--- src/design/mandelbrot_pixel_escape_defines.svh ---
// Assertion macros shared by the escape-time pipeline modules.
`ifndef MANDELBROT_PIXEL_ESCAPE_DEFINES_SVH
`define MANDELBROT_PIXEL_ESCAPE_DEFINES_SVH
`ifndef SYNTHESIS
`define MPE_ASSERT_IMP(lbl, clk, rst_n, ante, cons) \
    lbl: assert property (@(posedge clk) disable iff (!rst_n) (ante) |-> (cons)) \
        else $error("assertion failed");
`define MPE_ASSERT_NXT(lbl, clk, rst_n, ante, cons) \
    lbl: assert property (@(posedge clk) disable iff (!rst_n) (ante) |=> (cons)) \
        else $error("assertion failed");
`else
`define MPE_ASSERT_IMP(lbl, clk, rst_n, ante, cons)
`define MPE_ASSERT_NXT(lbl, clk, rst_n, ante, cons)
`endif
`endif

--- src/design/mbe_pkg.sv ---
// Types, constants and the Q4.12 multiply for the escape-time pipeline.
`default_nettype none
package mbe_pkg;

    localparam int MAX_ITER_DEF      = 20;
    localparam int CANVAS_WIDTH_DEF  = 80;
    localparam int CANVAS_HEIGHT_DEF = 56;

    localparam int CNT_W  = 8;
    localparam int ADDR_W = 11;

    localparam logic [15:0] ESCAPE_LIMIT = 16'h4000;

    localparam logic [15:0] CENTER_X_RST = 16'hF800;
    localparam logic [15:0] CENTER_Y_RST = 16'h0000;
    localparam logic [14:0] STEP_RST     = 15'd160;

    localparam logic [1:0] CFG_CENTER_X = 2'd0;
    localparam logic [1:0] CFG_CENTER_Y = 2'd1;
    localparam logic [1:0] CFG_STEP     = 2'd2;

    localparam logic [1:0] PEN_BLUE  = 2'd0;
    localparam logic [1:0] PEN_WHITE = 2'd1;
    localparam logic [1:0] PEN_BLACK = 2'd2;
    localparam logic [1:0] PEN_RED   = 2'd3;

    localparam logic [CNT_W-1:0] PEN_RED_FROM   = 8'd5;
    localparam logic [CNT_W-1:0] PEN_WHITE_FROM = 8'd11;

    typedef struct packed {
        logic [6:0] column;
        logic [5:0] row;
    } t_pixel_in;

    typedef struct packed {
        logic [4:0]        iterations;
        logic [1:0]        pen;
        logic [ADDR_W-1:0] byte_address;
        logic [7:0]        pixel_bits;
        logic              byte_complete;
    } t_pixel_out;

    // One pixel in flight between cells
    typedef struct packed {
        logic              valid;
        logic              done;
        logic [CNT_W-1:0]  count;
        logic [15:0]       cx;
        logic [15:0]       cy;
        logic [15:0]       zx;
        logic [15:0]       zy;
        logic [ADDR_W-1:0] addr;
        logic [1:0]        k;
    } t_cell_bus;

    // Sign-magnitude Q4.12 multiply, magnitude truncated toward zero
    function automatic logic [15:0] q_mul(input logic [15:0] a, input logic [15:0] b);
        logic        neg;
        logic [15:0] ma;
        logic [15:0] mb;
        logic [31:0] prod;
        logic [15:0] mag;
        neg  = a[15] ^ b[15];
        ma   = a[15] ? 16'(16'd0 - a) : a;
        mb   = b[15] ? 16'(16'd0 - b) : b;
        prod = 32'(ma) * 32'(mb);
        mag  = prod[27:12];
        return neg ? 16'(16'd0 - mag) : mag;
    endfunction

endpackage
`default_nettype wire

--- src/design/mbe_cell.sv ---
// One escape iteration: squares and cross product, then escape test and z update.
`default_nettype none
`include "mandelbrot_pixel_escape_defines.svh"
module mbe_cell (
    input  wire logic               i_clk,
    input  wire logic               i_rst_n,
    input  wire logic               i_en,
    input  wire mbe_pkg::t_cell_bus i_bus,
    output mbe_pkg::t_cell_bus      o_bus
);

    mbe_pkg::t_cell_bus r_a;
    mbe_pkg::t_cell_bus r_b;
    mbe_pkg::t_cell_bus n_b;
    logic [15:0]        r_sx;
    logic [15:0]        r_sy;
    logic [15:0]        r_cross;
    logic [15:0]        sum_sq;

    always_comb begin
        sum_sq = r_sx + r_sy;
        n_b    = r_a;
        if (r_a.valid && !r_a.done) begin
            if (sum_sq >= mbe_pkg::ESCAPE_LIMIT) begin
                n_b.done = 1'b1;
            end else begin
                n_b.zy    = {r_cross[14:0], 1'b0} + r_a.cy;
                n_b.zx    = (r_sx - r_sy) + r_a.cx;
                n_b.count = r_a.count + mbe_pkg::CNT_W'(1);
            end
        end
    end

    always_ff @(posedge i_clk) begin
        if (!i_rst_n) begin
            r_a.valid <= 1'b0;
            r_b.valid <= 1'b0;
        end else if (i_en) begin
            r_a     <= i_bus;
            r_sx    <= mbe_pkg::q_mul(i_bus.zx, i_bus.zx);
            r_sy    <= mbe_pkg::q_mul(i_bus.zy, i_bus.zy);
            r_cross <= mbe_pkg::q_mul(i_bus.zx, i_bus.zy);
            r_b     <= n_b;
        end
    end

    assign o_bus = r_b;

    // an escaped pixel passes through with its count frozen
    `MPE_ASSERT_NXT(a_done_hold, i_clk, i_rst_n, i_en && r_a.valid && r_a.done, r_b.done && r_b.count == $past(r_a.count))
    // a live pixel either escapes here or gains exactly one iteration
    `MPE_ASSERT_NXT(a_count_step, i_clk, i_rst_n, i_en && r_a.valid && !r_a.done, r_b.done || r_b.count == 8'($past(r_a.count) + 8'd1))

endmodule
`default_nettype wire

--- config.mk ---
export PLATFORM = sky130hd
export DESIGN_NAME = mbe_cell
export DESIGN_NICKNAME = d
export VERILOG_FILES = /design/src/design/mbe_pkg.sv /design/src/design/mbe_cell.sv
export VERILOG_INCLUDE_DIRS = /design/src /design/src/design
export SDC_FILE = /design/constraint.sdc
export NUM_CORES = 2
export LEC_CHECK = 0
export BUFFER_PORTS_ARGS = -buffer_cell sky130_fd_sc_hd__buf_2
export CORE_MARGIN = 2
export CORE_UTILIZATION = 30
export DETAILED_ROUTE_END_ITERATION = 8
export GPL_ROUTABILITY_DRIVEN = 0
export PLACE_DENSITY = 0.54
export SYNTH_ARGS = -nofsm -noshare
export SYNTH_HDL_FRONTEND = slang
export SYNTH_SLANG_ARGS = --single-unit
--- constraint.sdc ---
create_clock -name i_clk -period 22.1 [get_ports i_clk]
set_input_delay 1.105 -clock i_clk [delete_from_list [all_inputs] [get_ports i_clk]]
set_output_delay 1.105 -clock i_clk [all_outputs]
set_load 0.01 [all_outputs]
==> metrics.txt <==
Max clock buf depth=3; actual slew at the worst max-slew pin=1160 ps; critical path buffer and inverter count=6; Final Hold Vio Count=0; worst min path class=register to register; die span in y=322 µm; die area=103000 µm²; Vias=20862; syn avg cell area=9.85 µm²; Top FF cell, synth=edfxtp_1; clock tree sinks=221; Cells after DPL=4522; fin cells=4571; CP Class=input port to register; FF-to-FF setup slack=18230 ps; Area growth, synth to finish=11.7%; Synth Register Bits=221; maximum clock rate=102 MHz; largest net degree at the start of global routing=87; Clock Skews=17.2 ps; vias in the first global route=21964; Root Buffer Master=clkbuf_16; WL per Instance=16.3 µm; post-synth cell types=76; Slew HR=22.9%; fin crit share=44.3%; Setup Total Neg Slack=0 ps; Reg2Reg Depth=10; first-pass GRT wire length=121000 µm; Port Buffer Count=176; synth warn=0; hold path start=n_b[12]; layout cell share with drive strength beyond 1=9.23%; Via density=4.56; final slew viol count=0; worst path arrival time=10140 ps; htree depth=1; max incr delay on CP=980 ps; # rows=116; Async S/R FF share, synth=0%; outcome=finished clean; hold_buf cts=0; most frequent cells in the layout=inv_1, fa_1, nand2_1; cell count after synthesis=3074; Pre-antenna DRT Iters=5; required time of the critical path=22440 ps; nets=4144; Post-DRT Antenna Nets=0; area of the core=100000 µm²; minimum clock period=9800 ps; setup repair bufs after CTS=0; initial core utilization=30.3%; CP delay by family, top=adder cells; remaining global-route overflow=0; CP max stage cell=a2111oi_0; drt total wl=74300 µm; R2R Path Start=r_sy[1]; Hold Path Depth=0; All-Layer GR Usage=14.9%; initial antenna violation count=6; num ports=177; Post-synth EDFFs=219; CTS tree=yes; Resized cells post-CTS=0; RSZ-0062 raised after global routing=false; estimated wirelength of the detail-placed design=58800 µm; clk_lat worst skew=590 ps; DRT iter0 DRCs=1310; cts bufs inserted=26; critical path endpoint category=register; Seq/Total Area, Yosys=21.9%; worst r2r dst=o_bus[13]; max cap viols=0; # setup viols final=0; CP dominant cell by count=fa_1; leading cell type in the layout, fill and taps excluded=inv_1; Post-Syn Area=30300 µm²; Reg clk slew, reported paths=80 ps; overall die width=322 µm; fill count=10281; Hold EP=o_bus[12]; CP startpoint kind=input port; CP max FO=24; # DRC=0
## through the flow
stage	hold WS, ps	worst slack, ps	cell area (µm²)	utilization (%)
after floorplan	400	12750	30300	-
after global placement	401	11840	32900	32.9
after detailed placement	410	11750	32900	32.9
after CTS	423	12390	33800	33.8
after global routing	430	11760	33800	33.8
final	425	12300	33800	33.8
## layer usage
metal	GRT usage, %	vias up	part of all wire (%)
met5	0	-	0.063
met4	3.87	8	2.5
met3	1.57	94	4.5
met2	26.0	376	50
met1	19.6	10619	43
li1	-	9765	-
## logic make-up (layout without fill, tap and decap cells)
kind of cell    count (synthesis)  in the layout  synth area share [%]
flops                         221            221                  21.9
xor+xnor                      153            153                  4.50
simple gates                  758            758                  10.5
mux                            11             11                 0.384
fa+ha+maj                     802            802                  46.2
buf+inv                       877           1055                  10.9
other cells                     2             23                0.0248
compound gates                250            250                  5.60
## flip-flops by register name, summed over array words and instances (netlist names)
| name | cells |
|---|---|
| o_bus | 87 |
| n_b | 46 |
| r_a | 41 |
| r_sx | 16 |
| r_sy | 16 |
| r_cross | 15 |
## cell type report
| class | instances | area, µm² | share of cell area (%) |
|---|---|---|---|
| diodes | 1 | 2.50 | 0.00740 |
| clock buffers | 26 | 651 | 1.93 |
| clock inverters | 22 | 231 | 0.685 |
| inverters | 787 | 2950 | 8.74 |
| multi-input cells | 1996 | 20500 | 60.7 |
| flip-flops and latches | 221 | 6620 | 19.6 |
| well taps | 1298 | 1620 | 4.81 |
| repair buffers | 220 | 1210 | 3.58 |
## how the worst max path moves through the flow
| stage | from | end | slack (ps) | cells past startpoint |
|---|---|---|---|---|
| global placement | i_bus[31] | r_cross[14] | 11840 | 27 |
| CTS | i_bus[13] | r_cross[14] | 12390 | 26 |
| global route | i_bus[13] | r_cross[12] | 11760 | 26 |
| finish | i_bus[13] | r_cross[14] | 12300 | 26 |
| floorplan | i_bus[29] | r_cross[14] | 12750 | 31 |
| detailed placement | i_bus[13] | r_cross[14] | 11750 | 26 |
## cells in the mapped netlist (all sizes together), types with 6 or more instances
library cell  count  share of area (%)
a211oi           11               0.27
nand2b           12               0.25
nor3             30               0.50
edfxtp          219                 22
a21oi            43               0.71
nor2            303                3.8
a21o             29               0.72
o41ai             7               0.20
ha              276                 11
xor2             69                2.0
xnor2            84                2.5
nand3            26               0.43
or3              12               0.25
a2111oi           8               0.25
nand4             6               0.12
mux2i             6               0.20
clkbuf           76               0.94
o21ai            63                1.1
o31ai            16               0.44
nor4              9               0.19
o211ai            7               0.17
a31oi            11               0.23
buf              14               0.22
a21boi            7               0.17
nor2b            11               0.23
o21a             13               0.32
nand2           309                3.8
inv             784                9.7
fa              526                 35
and3             15               0.31
Power is not shown: default switching activity piles up to over one toggle a cycle in this logic, so the estimate is an artifact.
