**src/design/mandelbrot_pixel_escape_defines.svh**
```systemverilog
// Assertion macros shared by the escape-time pipeline modules.
`ifndef MANDELBROT_PIXEL_ESCAPE_DEFINES_SVH
`define MANDELBROT_PIXEL_ESCAPE_DEFINES_SVH
`ifndef SYNTHESIS
`define MPE_ASSERT_IMP(lbl, clk, rst_n, ante, cons) \
    lbl: assert property (@(posedge clk) disable iff (!rst_n) (ante) |-> (cons)) \
        else $error("assertion failed");
`define MPE_ASSERT_NXT(lbl, clk, rst_n, ante, cons) \
    lbl: assert property (@(posedge clk) disable iff (!rst_n) (ante) |=> (cons)) \
        else $error("assertion failed");
`else
`define MPE_ASSERT_IMP(lbl, clk, rst_n, ante, cons)
`define MPE_ASSERT_NXT(lbl, clk, rst_n, ante, cons)
`endif
`endif

```
**src/design/mbe_pkg.sv**
```systemverilog
// Types, constants and the Q4.12 multiply for the escape-time pipeline.
`default_nettype none
package mbe_pkg;

    localparam int MAX_ITER_DEF      = 20;
    localparam int CANVAS_WIDTH_DEF  = 80;
    localparam int CANVAS_HEIGHT_DEF = 56;

    localparam int CNT_W  = 8;
    localparam int ADDR_W = 11;

    localparam logic [15:0] ESCAPE_LIMIT = 16'h4000;

    localparam logic [15:0] CENTER_X_RST = 16'hF800;
    localparam logic [15:0] CENTER_Y_RST = 16'h0000;
    localparam logic [14:0] STEP_RST     = 15'd160;

    localparam logic [1:0] CFG_CENTER_X = 2'd0;
    localparam logic [1:0] CFG_CENTER_Y = 2'd1;
    localparam logic [1:0] CFG_STEP     = 2'd2;

    localparam logic [1:0] PEN_BLUE  = 2'd0;
    localparam logic [1:0] PEN_WHITE = 2'd1;
    localparam logic [1:0] PEN_BLACK = 2'd2;
    localparam logic [1:0] PEN_RED   = 2'd3;

    localparam logic [CNT_W-1:0] PEN_RED_FROM   = 8'd5;
    localparam logic [CNT_W-1:0] PEN_WHITE_FROM = 8'd11;

    typedef struct packed {
        logic [6:0] column;
        logic [5:0] row;
    } t_pixel_in;

    typedef struct packed {
        logic [4:0]        iterations;
        logic [1:0]        pen;
        logic [ADDR_W-1:0] byte_address;
        logic [7:0]        pixel_bits;
        logic              byte_complete;
    } t_pixel_out;

    // One pixel in flight between cells
    typedef struct packed {
        logic              valid;
        logic              done;
        logic [CNT_W-1:0]  count;
        logic [15:0]       cx;
        logic [15:0]       cy;
        logic [15:0]       zx;
        logic [15:0]       zy;
        logic [ADDR_W-1:0] addr;
        logic [1:0]        k;
    } t_cell_bus;

    // Sign-magnitude Q4.12 multiply, magnitude truncated toward zero
    function automatic logic [15:0] q_mul(input logic [15:0] a, input logic [15:0] b);
        logic        neg;
        logic [15:0] ma;
        logic [15:0] mb;
        logic [31:0] prod;
        logic [15:0] mag;
        neg  = a[15] ^ b[15];
        ma   = a[15] ? 16'(16'd0 - a) : a;
        mb   = b[15] ? 16'(16'd0 - b) : b;
        prod = 32'(ma) * 32'(mb);
        mag  = prod[27:12];
        return neg ? 16'(16'd0 - mag) : mag;
    endfunction

endpackage
`default_nettype wire

```
**src/design/mbe_map.sv**
```systemverilog
// Maps a canvas pixel to the complex point c and its canvas byte position.
`default_nettype none
module mbe_map #(
    parameter int CANVAS_WIDTH  = mbe_pkg::CANVAS_WIDTH_DEF,
    parameter int CANVAS_HEIGHT = mbe_pkg::CANVAS_HEIGHT_DEF
) (
    input  wire logic                i_clk,
    input  wire logic                i_rst_n,
    input  wire logic                i_en,
    input  wire logic                i_valid,
    input  wire mbe_pkg::t_pixel_in  i_pixel,
    input  wire logic [15:0]         i_center_x,
    input  wire logic [15:0]         i_center_y,
    input  wire logic [14:0]         i_step,
    output mbe_pkg::t_cell_bus       o_bus
);

    localparam int HALF_W      = CANVAS_WIDTH / 2;
    localparam int HALF_H      = CANVAS_HEIGHT / 2;
    localparam int BYTES_ROW   = CANVAS_WIDTH / 4;

    mbe_pkg::t_cell_bus r_bus;
    mbe_pkg::t_cell_bus n_bus;
    logic [15:0]        dx;
    logic [15:0]        dy;
    logic [15:0]        off_x;
    logic [15:0]        off_y;

    always_comb begin
        // offsets from canvas center wrap mod 2^16
        dx    = {9'd0, i_pixel.column} - 16'(HALF_W);
        dy    = {10'd0, i_pixel.row} - 16'(HALF_H);
        off_x = dx * {1'b0, i_step};
        off_y = dy * {1'b0, i_step};

        n_bus       = '0;
        n_bus.valid = i_valid;
        n_bus.cx    = i_center_x + off_x;
        n_bus.cy    = i_center_y + off_y;
        n_bus.addr  = ({5'd0, i_pixel.row} * mbe_pkg::ADDR_W'(BYTES_ROW))
                    + {6'd0, i_pixel.column[6:2]};
        n_bus.k     = i_pixel.column[1:0];
    end

    always_ff @(posedge i_clk) begin
        if (!i_rst_n) begin
            r_bus.valid <= 1'b0;
        end else if (i_en) begin
            r_bus <= n_bus;
        end
    end

    assign o_bus = r_bus;

endmodule
`default_nettype wire

```
**config.mk**
```make
export PLATFORM = sky130hd
export DESIGN_NAME = mbe_map
export DESIGN_NICKNAME = d
export VERILOG_FILES = /design/src/design/mandelbrot_pixel_escape_defines.svh /design/src/design/mbe_pkg.sv /design/src/design/mbe_map.sv
export SDC_FILE = /design/constraint.sdc
export NUM_CORES = 1
export LEC_CHECK = 0
export BUFFER_PORTS_ARGS = -buffer_cell sky130_fd_sc_hd__buf_4
export CORE_ASPECT_RATIO = 0.6
export CORE_UTILIZATION = 59
export CTS_CLUSTER_DIAMETER = 120
export DETAILED_ROUTE_END_ITERATION = 8
export GPL_ROUTABILITY_DRIVEN = 0
export PLACE_DENSITY = 0.82
export SKIP_CTS_REPAIR_TIMING = 1
export SYNTH_ARGS = -nofsm -noshare
export SYNTH_HDL_FRONTEND = slang
export SYNTH_SLANG_ARGS = --single-unit
```
**constraint.sdc**
```tcl
create_clock -name i_clk -period 7.87 [get_ports i_clk]
set_input_delay 0.787 -clock i_clk [delete_from_list [all_inputs] [get_ports i_clk]]
set_output_delay 0.787 -clock i_clk [all_outputs]
set_load 0.01 [all_outputs]
```
==> flow_metrics.tcl, run 1 <==
set metrics [dict create \
    status "complete, no violations" \
    arrival_ns 6.19 \
    totalWireLength_mm 17.6 \
    syn_area_um2 8510 \
    clock_power_share_pct 8.1 \
    slowest_delay_ns 0.64 \
    critical_path_depth 21 \
    top_layer "met4" \
    slew_headroom_pct 27.2 \
    criticalPathCategory "in -> reg" \
    timing.critical_path.fanout_max 14 \
    worst_setup_startpoint "i_pixel[9]" \
    clkSlewWorstSetupHoldPaths_ns 0.07 \
    layout-area-overhead-vs-synth_pct 11.5 \
    netlist_instances 872 \
    grt_max_degree 46 \
    clk-insertion-delay-late_ns 0.29 \
    timing.critical_path.cells "buf_4, inv_1, ha_1, xnor2_1, nand2_1, fa_1, fa_1, fa_1, inv_1, fa_1, inv_1, fa_1, inv_1, ha_1, o21ai_0, nor2_1, o21ai_0, o21ai_0, nand3_1, nand2_1, xnor2_1" \
    global_route_wire_length_before_repair_mm 30.0 \
    crit_path_frequent_cell "sky130_fd_sc_hd__fa_1" \
    final_antenna_net_count 0 \
    route.met2.wl_mm 8.10 \
    share_of_final_layout_standard_cells_stronger_than_drive_strength_1_pct 13.0 \
    swShare_pct 45.0 \
    timing.max_cap.violations 0 \
    critPathRequiredTime_ns 7.92 \
    yosys_most_used_dff "sky130_fd_sc_hd__edfxtp_1" \
    drt-met1-wl_mm 8.25 \
    chipWidth_um 157 \
    drtPass1Iterations 4 \
    drv_slew 0 \
    power.switching_mw 1.40 \
    finalCriticalPeriod_ns 6.15 \
    layout.cells.most_common_list "196 x sky130_fd_sc_hd__inv_1, 144 x sky130_fd_sc_hd__fa_1, 109 x sky130_fd_sc_hd__buf_4" \
    met3WireLength_mm 1.13 \
    syn_area_per_cell_um2 9.76 \
    drt_first_iter_violations 301 \
    post_layout_nonfiller_instances 1157 \
    worst-r2r-setup-slack_ns 7.28 \
    remaining_drc_errors 0 \
    yosysSeqAreaShare_pct 16.1 \
    floorplan.initialDensity_pct 61.3 \
    power.ir.vdd_worst_v 0.000212 \
    placementRows 33 \
    core_area_um2 13900 \
    clock_tree_from_tritoncts "yes" \
    cpLargestDelayFamily "adder cells" \
    leakage_component_of_the_power_nw 4.77 \
    synth_cell_type_count 36 \
    worstSetupEndpointType "flip-flop" \
    hold_path.class "reg -> reg" \
    power.density_cell_area_nw_per_um2 328 \
    cts_root_buffer "sky130_fd_sc_hd__clkbuf_16" \
    largest_reg_flops 46 \
    portBuffers 109 \
    clkSinkCount 46 \
    grt_overflow_total 0 \
    dr_total_vias 5893 \
    die-area_um2 14900 \
    layout_worst_path_cycle_share_pct 78.1 \
    via_count_of_the_first_global_routing_pass 6198 \
    aggregate_global_route_resource_usage_pct 26.4 \
    r2r_cells 2 \
    finClkSkew_ns 0 \
    detail_route.wl_per_cell_um 15.2 \
    crit_path_start_kind "primary input" \
    antennaDiodeCount 0 \
    grt_setup_unrepaired "no" \
    cp_buf_inv_count 5 \
    cts-buffers-inserted 5 \
    power_frac_comb_pct 75.8 \
    worst_setup_path_endpoint "o_bus[76]" \
    dp.cells 1149 \
    synth_edf_count 45 \
    hpwl_mm 14.3 \
    cts_max_level 2 \
    cts_buffer_depth 2 \
    drt-vias-per-instance 5.09 \
    regToRegEndpoint "o_bus[86]" \
    maxClockFrequency_mhz 163 \
    finish.net_count 1256 \
    seq_power_share_pct 16.1 \
    height_of_the_die_um 95.0 \
    grt_antenna_before_repair 0 \
    final_number_of_hold_violating_endpoints 0 \
    cellInternalPower_mw 1.71 \
    timing.setup.tns_ns 0 \
    critical_path.reg2reg.startpoint "o_bus[86]" \
    setup_violations 0 \
    final_common_cell "sky130_fd_sc_hd__inv_1" \
    postSynth.asyncResetShare_pct 0 \
    tightest_slew_ns 1.09 \
    critical_path.slowest_cell "sky130_fd_sc_hd__xnor2_1" \
    boundaryPins 151 \
    ys_ff_latch 46 \
    hold_slack_ns 0.519 \
    synth.yosys.warnings 0 \
]
## worst min path at each step
stage	startpoint	end	slack (ns)	cells past startpoint
floorplan	o_bus[86]	o_bus[86]	0.54	2
global placement	o_bus[86]	o_bus[86]	0.50	2
detailed placement	o_bus[86]	o_bus[86]	0.51	2
CTS	o_bus[86]	o_bus[86]	0.53	2
global route	o_bus[86]	o_bus[86]	0.56	2
finish	o_bus[86]	o_bus[86]	0.52	2
## cell type report
class	instances	area (um^2)
Multi-Input combinational cell	606	6160
Fill cell	1098	4380
Sequential cell	46	1370
Timing Repair Buffer	109	818
Inverter	196	736
Tap cell	192	240
Clock buffer	6	129
Clock inverter	2	37.5
## synthesized netlist by cell type (2+ instances only)
master / n / area share [%]
sky130_fd_sc_hd__fa_1: 144 / 34
sky130_fd_sc_hd__xnor2_1: 43 / 4.4
sky130_fd_sc_hd__a21oi_1: 16 / 0.94
sky130_fd_sc_hd__or2_2: 3 / 0.22
sky130_fd_sc_hd__o21bai_1: 2 / 0.18
sky130_fd_sc_hd__o211ai_1: 2 / 0.18
sky130_fd_sc_hd__nor2b_1: 38 / 2.8
sky130_fd_sc_hd__o21bai_2: 2 / 0.26
sky130_fd_sc_hd__inv_1: 196 / 8.6
sky130_fd_sc_hd__ha_1: 84 / 12
sky130_fd_sc_hd__o21a_1: 3 / 0.26
sky130_fd_sc_hd__nand3_1: 3 / 0.18
sky130_fd_sc_hd__nand2b_1: 9 / 0.66
sky130_fd_sc_hd__buf_4: 41 / 3.6
sky130_fd_sc_hd__clkbuf_1: 23 / 1.0
sky130_fd_sc_hd__a211oi_1: 2 / 0.18
sky130_fd_sc_hd__nand2_1: 64 / 2.8
sky130_fd_sc_hd__nor2_1: 22 / 0.97
sky130_fd_sc_hd__xor2_1: 18 / 1.9
sky130_fd_sc_hd__o21ai_0: 11 / 0.65
sky130_fd_sc_hd__a21o_1: 11 / 0.97
sky130_fd_sc_hd__edfxtp_1: 45 / 16
sky130_fd_sc_hd__and2_1: 77 / 5.7
## power groups by stage
stage	logic (mW)	registers, mW	clock network [mW]
2_1_floorplan	1.75	0.547	0
3_3_place_gp	2.24	0.506	0
3_5_place_dp	2.33	0.507	0
4_1_cts	2.35	0.502	0.253
5_1_grt	2.69	0.508	0.261
6_report	2.36	0.501	0.251
## worst register-to-register path: stages (launching register included)
cell and delay, ns:
sky130_fd_sc_hd__dfxtp_1 0.31, sky130_fd_sc_hd__mux2i_1 0.12, sky130_fd_sc_hd__nor2b_1 0.06
## per-layer routing
metal | up-vias | GRT usage (%)
met1 | 2980 | 38.8
met3 | 14 | 3.09
met4 | 0 | 4.05
li1 | 2711 | -
met2 | 188 | 43.4
met5 | - | 0
## stage by stage
stage | utilization [%] | setup slack, ns | total power, mW | cell area [um^2]
global route | 68.4 | 1.36 | 3.46 | 9490
detailed placement | 67.2 | 1.50 | 2.84 | 9320
floorplan | - | 1.89 | 2.30 | 8660
global placement | 67.2 | 1.58 | 2.75 | 9320
CTS | 68.4 | 1.82 | 3.11 | 9490
finish | 68.4 | 1.72 | 3.11 | 9490
## logic make-up (layout without fill, tap and decap cells)
kind of cell	count (synthesis)	in the layout	synth area share [%]
other	1	41	0.0441
adders and majority gates	228	228	46.2
DFF	46	46	16.1
and+or+nand+nor	219	219	13.5
buffers and inverters	260	313	13.3
AOI/OAI and AO/OA	56	56	4.40
muxes	1	1	0.118
xor gates and xnor gates	61	61	6.28
Note: power is estimated with default switching activity, not from simulation.
==> run 2, diff against run 1 <==
--- a/config.mk
+++ b/config.mk
@@ -7,11 +7,11 @@
 export LEC_CHECK = 0
 export BUFFER_PORTS_ARGS = -buffer_cell sky130_fd_sc_hd__buf_4
 export CORE_ASPECT_RATIO = 0.6
-export CORE_UTILIZATION = 59
+export CORE_UTILIZATION = 53
 export CTS_CLUSTER_DIAMETER = 120
 export DETAILED_ROUTE_END_ITERATION = 8
 export GPL_ROUTABILITY_DRIVEN = 0
-export PLACE_DENSITY = 0.82
+export PLACE_DENSITY = 0.77
 export SKIP_CTS_REPAIR_TIMING = 1
 export SYNTH_ARGS = -nofsm -noshare
 export SYNTH_HDL_FRONTEND = slang
==> constraint.sdc (replaced) <==
create_clock -name i_clk -period 5.4 [get_ports i_clk]
set_input_delay 0.54 -clock i_clk [delete_from_list [all_inputs] [get_ports i_clk]]
set_output_delay 0.54 -clock i_clk [all_outputs]
set_load 0.01 [all_outputs]
==> run 2 against run 1 <==
  * The flow now finishes with violations (design-rule violations)
  * First-iteration DRC count rose by 32%
  * Clock-buffer cell count fell by 1
  * Cell count rose by 3.5%
  * Clock power rose by 49%
  * Sequential share of layout area fell by 0.35 points
  * Final area rose by 2.5%
  * Hold slack got worse by 0.056 ns
  * Sequential power rose by 46%
  * Power rose by 51%
  * Flip-flop and latch count did not move
  * Wire length fell by 0.69%
  * Worst setup slack got worse by 1.5 ns
  * Largest cell class unchanged
==> flow_metrics.tcl, run 2 (same netlist as run 1, synthesis figures left out) <==
set metrics [dict create \
    timing.setup.tns_ns 0 \
    boundaryPins 151 \
    totalWireLength_mm 17.5 \
    clkSlewWorstSetupHoldPaths_ns 0.08 \
    layout_worst_path_cycle_share_pct 96.1 \
    power.ir.vdd_worst_v 0.000345 \
    placementRows 35 \
    height_of_the_die_um 100 \
    regArea_um2 1370 \
    critPathRequiredTime_ns 5.46 \
    global_route_wire_length_before_repair_mm 29.5 \
    clkSinkCount 46 \
    dr_total_vias 5750 \
    cts_buffer_depth 2 \
    die-area_um2 16600 \
    placement.setup.worst_slack_ns -0.133 \
    tightest_slew_ns 1.12 \
    cts_root_buffer "sky130_fd_sc_hd__clkbuf_16" \
    drtPass1Iterations 7 \
    final_common_cell "sky130_fd_sc_hd__inv_1" \
    leakage_component_of_the_power_nw 4.91 \
    slew_headroom_pct 25.5 \
    failed_checks "design-rule violations" \
    timing.critical_path.fanout_max 5 \
    grt_max_degree 46 \
    layout.cells.most_common_list "196 x sky130_fd_sc_hd__inv_1, 144 x sky130_fd_sc_hd__fa_1, 138 x sky130_fd_sc_hd__buf_4" \
    final_number_of_hold_violating_endpoints 0 \
    aggregate_global_route_resource_usage_pct 23.1 \
    grt_overflow_total 0 \
    core_area_um2 15500 \
    dp.cells 1189 \
    chipWidth_um 166 \
    hpwl_mm 14.5 \
    hold_path.class "in -> reg" \
    maxClockFrequency_mhz 193 \
    clk-insertion-delay-late_ns 0.29 \
    antennaDiodeCount 0 \
    share_of_final_layout_standard_cells_stronger_than_drive_strength_1_pct 15.7 \
    post_layout_nonfiller_instances 1197 \
    arrival_ns 5.25 \
    report.power.total_mw 4.69 \
    cts-buffers-inserted 5 \
    portBuffers 109 \
    remaining_drc_errors 22 \
    criticalPathCategory "in -> reg" \
    via_count_of_the_first_global_routing_pass 6050 \
    layout_filler_cell_count 1312 \
    crit_path_start_kind "primary input" \
    clock_tree_from_tritoncts "yes" \
    worstSetupEndpointType "flip-flop" \
    setup_ws_ns 0.210 \
    drt-vias-per-instance 4.80 \
    detail_route.wl_per_cell_um 14.6 \
    drv_slew 0 \
    layout-area-overhead-vs-synth_pct 14.3 \
    multi_input_logic_area_um2 6160 \
    final_antenna_net_count 0 \
    setup_violations 0 \
    floorplan.initialDensity_pct 54.9 \
    grt_setup_unrepaired "no" \
    grt_antenna_before_repair 0 \
    status "finished, violations left" \
    finish.net_count 1285 \
    largest_reg_flops 46 \
    cts_max_level 2 \
    finClkSkew_ns 0 \
    timing.max_cap.violations 0 \
    drt_first_iter_violations 396 \
    power.density_cell_area_nw_per_um2 482 \
    finalCriticalPeriod_ns 5.19 \
]
[run 2: changes by cell type in the layout (fill, tap and decap cells not counted), sizes merged]
| cell | change |
|---|---|
| clkinvlp | -1 |
| clkbuf | -1 |
| inv | +1 |
| buf | +29 |
| clkinv | +1 |
[run 2: layer usage]
layer	routed length, um	track usage [%]	up-vias
met5	0	0	-
met4	130	3.29	0
met3	1080	3.06	13
met2	7450	35.4	164
met1	8850	35.8	2805
li1	-	-	2768
[run 2: area by class of cell]
type                    count  share of cell area [%]
clock buffers               5                    1.29
clock inverters             3                   0.450
inverters                 196                    7.56
multi-input cells         606                    63.3
flip-flops and latches     46                    14.1
well taps                 203                    2.61
repair buffers            138                    10.7
[run 2: final timing paths]
kind | start | endpoint | slack [ns] | cells past startpoint
setup / recovery | i_pixel[9] | o_bus[75] | 0.21 | 20
setup reg to reg | o_bus[86] | o_bus[86] | 4.81 | 2
hold reg to reg | o_bus[86] | o_bus[86] | 0.52 | 2
hold / removal | i_rst_n | o_bus[86] | 0.46 | 2
[run 2: report_power, final]
group	total (mW)	switching, mW	internal (mW)
Clock	0.373	0.153	0.220
Sequential	0.732	0.0316	0.701
Combinational	3.58	1.86	1.72
Total	4.69	2.04	2.65
[run 2: stage by stage]
step	hold slack [ns]	utilization [%]	cell area, um^2
2_1_floorplan	0.538	-	8670
3_3_place_gp	0.499	61.7	9560
3_5_place_dp	0.509	61.7	9560
4_1_cts	0.458	62.7	9730
5_1_grt	0.497	62.7	9730
6_report	0.463	62.7	9730
[run 2: worst max-delay path, cell delays in order]
cell	delay (ns)
sky130_fd_sc_hd__buf_4	0.14
sky130_fd_sc_hd__inv_1	0.09
sky130_fd_sc_hd__ha_2	0.21
sky130_fd_sc_hd__o21bai_2	0.08
sky130_fd_sc_hd__or2_2	0.28
sky130_fd_sc_hd__fa_1	0.50
sky130_fd_sc_hd__fa_1	0.43
sky130_fd_sc_hd__fa_1	0.49
sky130_fd_sc_hd__inv_1	0.05
sky130_fd_sc_hd__fa_1	0.47
sky130_fd_sc_hd__inv_1	0.05
sky130_fd_sc_hd__fa_1	0.51
sky130_fd_sc_hd__inv_1	0.05
sky130_fd_sc_hd__ha_1	0.31
sky130_fd_sc_hd__a21oi_2	0.19
sky130_fd_sc_hd__o21bai_2	0.09
sky130_fd_sc_hd__a2111oi_2	0.38
sky130_fd_sc_hd__o21bai_1	0.14
sky130_fd_sc_hd__a21oi_1	0.17
sky130_fd_sc_hd__xnor2_1	0.08
==> run 3, diff against run 2 <==
--- a/config.mk
+++ b/config.mk
@@ -5,13 +5,14 @@
 export SDC_FILE = /design/constraint.sdc
 export NUM_CORES = 1
 export LEC_CHECK = 0
+export ABC_AREA = 1
 export BUFFER_PORTS_ARGS = -buffer_cell sky130_fd_sc_hd__buf_4
 export CORE_ASPECT_RATIO = 0.6
-export CORE_UTILIZATION = 53
+export CORE_UTILIZATION = 28
 export CTS_CLUSTER_DIAMETER = 120
 export DETAILED_ROUTE_END_ITERATION = 8
 export GPL_ROUTABILITY_DRIVEN = 0
-export PLACE_DENSITY = 0.77
+export PLACE_DENSITY = 0.45
 export SKIP_CTS_REPAIR_TIMING = 1
 export SYNTH_ARGS = -nofsm -noshare
 export SYNTH_HDL_FRONTEND = slang
==> run 3 against run 2 <==
  * The run now ends clean
  * Sequential power down 0.5%
  * Critical endpoint unchanged
  * Register-to-register slack lost 0.04 ns
  * Non-clock buffer count shrank 10
  * Area after synthesis up 4.1%
  * Clock-buffer cell count unchanged
  * Largest cell class unchanged
  * Global-route usage is 8.5 points lower
  * Maximum frequency rose by 3.3%
==> flow_metrics.tcl, run 3 <==
set metrics [dict create \
    share_of_final_layout_standard_cells_stronger_than_drive_strength_1_pct 13.2 \
    power.density_cell_area_nw_per_um2 452 \
    clkSlewWorstSetupHoldPaths_ns 0.09 \
    drv_slew 0 \
    drtPass1Iterations 4 \
    critical_path.slowest_cell "sky130_fd_sc_hd__fa_1" \
    finish.net_count 1479 \
    tightest_slew_ns 0.702 \
    layout-area-overhead-vs-synth_pct 15.6 \
    core_area_um2 31200 \
    layout.cells.most_common_list "298 x sky130_fd_sc_hd__inv_1, 214 x sky130_fd_sc_hd__nand2_1, 144 x sky130_fd_sc_hd__fa_1" \
    critPathRequiredTime_ns 5.48 \
    final_common_cell "sky130_fd_sc_hd__inv_1" \
    drt-met1-wl_mm 13.1 \
    grt_overflow_total 0 \
    finClkSkew_ns 0 \
    crit_path_frequent_cell "sky130_fd_sc_hd__fa_1" \
    cts_max_level 2 \
    arrival_ns 5.10 \
    chipWidth_um 232 \
    post_layout_nonfiller_instances 1604 \
    power_frac_comb_pct 76.9 \
    global_route_wire_length_before_repair_mm 36.3 \
    hold_path_startpoint "i_en" \
    synth_edf_count 45 \
    report.power.total_mw 4.63 \
    largest_reg_flops 46 \
    slew_headroom_pct 53.2 \
    top_layer "met4" \
    via_count_of_the_first_global_routing_pass 6492 \
    cellInternalPower_mw 2.35 \
    cts_root_buffer "sky130_fd_sc_hd__clkbuf_16" \
    criticalPathCategory "in -> reg" \
    worst_setup_startpoint "i_pixel[9]" \
    layout_filler_cell_count 3372 \
    grt_setup_unrepaired "no" \
    die-area_um2 32400 \
    finalCriticalPeriod_ns 5.02 \
    dr_total_vias 6536 \
    hold_path.class "in -> reg" \
    yosys_most_used_dff "sky130_fd_sc_hd__edfxtp_1" \
    critical_path.reg2reg.startpoint "o_bus[86]" \
    most_common_cell_in_the_netlist "sky130_fd_sc_hd__inv_1" \
    setup_violations 0 \
    portBuffers 109 \
    antennaDiodeCount 0 \
    layout_worst_path_cycle_share_pct 93.0 \
    met3WireLength_um 996 \
    maxClockFrequency_mhz 199 \
    syn_area_um2 8860 \
    timing.setup.tns_ns 0 \
    placementRows 50 \
    synth_cell_type_count 32 \
    detail_route.wl_per_cell_um 14.2 \
    clk-insertion-delay-late_ns 0.31 \
    drt_first_iter_violations 302 \
    dp.cells 1593 \
    clkSinkCount 46 \
    yosysSeqAreaShare_pct 15.5 \
    final_number_of_hold_violating_endpoints 0 \
    placedInstanceArea_um2 10100 \
    power.ir.vdd_worst_v 0.000260 \
    syn_area_per_cell_um2 8.23 \
    hpwl_mm 19.2 \
    timing.max_cap.violations 0 \
    ys_ff_latch 46 \
    final_area_um2 10200 \
    postSynth.asyncResetShare_pct 0 \
    clock_tree_from_tritoncts "yes" \
    leakage_component_of_the_power_nw 5.65 \
    final_antenna_net_count 0 \
    cts_buffer_depth 2 \
    grt_max_degree 46 \
    floorplan.initialDensity_pct 28.4 \
    clock_power_share_pct 7.4 \
    power.switching_mw 2.28 \
    route.met2.wl_mm 8.57 \
    synth_area_leaders "sky130_fd_sc_hd__fa_1 33%, sky130_fd_sc_hd__edfxtp_1 15%, sky130_fd_sc_hd__inv_1 13%" \
    synth_area_leader_cell "sky130_fd_sc_hd__fa_1" \
    timing.critical_path.cells "buf_4, inv_1, ha_2, xnor2_2, buf_4, clkinvlp_4, buf_4, nor2_1, fa_1, inv_1, fa_1, fa_1, inv_1, fa_1, ha_1, ha_1, a21oi_1, or2_2, nand3_1, nand2_1, nand2_1, a21oi_1, xnor2_1" \
    crit_path_start_kind "primary input" \
    aggregate_global_route_resource_usage_pct 14.7 \
    totalWireLength_mm 22.8 \
    worstSetupEndpointType "flip-flop" \
    grt_antenna_before_repair 0 \
    cts-buffers-inserted 5 \
    boundaryPins 151 \
    timing.critical_path.fanout_max 5 \
    status "complete, no violations" \
    synth_top_area_share_pct 32.5 \
    slowest_delay_ns 0.50 \
    seq_power_share_pct 15.7 \
    remaining_drc_errors 0 \
    swShare_pct 49.3 \
    drt-vias-per-instance 4.07 \
    height_of_the_die_um 140 \
    synth.yosys.warnings 0 \
    netlist_instances 1076 \
    post_synth_most_frequent_cells "300 x sky130_fd_sc_hd__inv_1, 214 x sky130_fd_sc_hd__nand2_1, 144 x sky130_fd_sc_hd__fa_1, 93 x sky130_fd_sc_hd__nor2_1, 84 x sky130_fd_sc_hd__ha_1" \
]
[run 3: changes by cell type in the layout (fill, tap and decap cells not counted), sizes merged, moves of 27 or more]
cell,delta
nor2,+73
nand3,+27
nand2,+155
nor2b,-38
inv,+105
and2,-77
xnor2,-27
[run 3: power groups by stage]
stage | clock [mW] | combinational (mW) | sequential, mW
finish | 0.343 | 3.56 | 0.728
CTS | 0.366 | 3.61 | 0.731
detailed placement | 0 | 3.58 | 0.737
global placement | 0 | 3.55 | 0.742
floorplan | 0 | 2.57 | 0.791
global route | 0.376 | 4.11 | 0.740
[run 3: path summary, 6_finish.rpt]
path,end,slack (ns),cells past startpoint
setup / recovery,o_bus[75],0.38,23
hold / removal,o_bus[86],0.42,2
setup reg to reg,o_bus[86],4.77,2
hold reg to reg,o_bus[86],0.55,2
[run 3: cell families (layout without fill, tap and decap cells)]
| kind of cell | count (synthesis) | after routing | synth area share [%] |
|---|---|---|---|
| AO/OA/AOI/OAI | 41 | 41 | 2.42 |
| XOR/XNOR | 37 | 37 | 3.91 |
| adder cells (fa/ha/maj) | 228 | 228 | 44.4 |
| other | 1 | 41 | 0.0423 |
| AND/OR/NAND/NOR | 355 | 355 | 16.3 |
| flip-flops | 46 | 46 | 15.5 |
| buffers and inverters | 368 | 440 | 17.4 |
[run 3: worst max-delay path: cells and delay by family]
| kind | cells | cell delay, ns |
|---|---|---|
| adder cells (fa/ha/maj) | 7 | 2.64 |
| XOR/XNOR | 2 | 0.25 |
| AO/OA/AOI/OAI | 2 | 0.15 |
| AND/OR/NAND/NOR | 5 | 0.68 |
| buffers and inverters | 7 | 0.84 |
[run 3: final cells by class]
class	instances	area [um^2]	share of cell area (%)
Multi-Input combinational cell	702	6100	59.5
Clock inverter	3	21.3	0.208
Sequential cell	46	1370	13.4
Inverter	304	1140	11.2
Clock buffer	5	125	1.22
Timing Repair Buffer	128	961	9.38
Tap cell	416	520	5.08
[run 3: layer usage]
layer  global-route usage [%]  up-vias
met1                     25.0     3147
met4                     1.87        0
met2                     19.0      120
met3                     2.19        4
li1                         -     3265
met5                        0        -
[run 3: per-stage QoR]
step | setup slack [ns] | hold slack, ns | util, %
6_report | 0.378 | 0.417 | 32.9
5_1_grt | 0.0349 | 0.409 | 32.9
4_1_cts | 0.398 | 0.401 | 32.8
3_5_place_dp | 0.0381 | 0.547 | 32.3
3_3_place_gp | 0.0901 | 0.533 | 32.3
2_1_floorplan | 0.321 | 0.555 | -
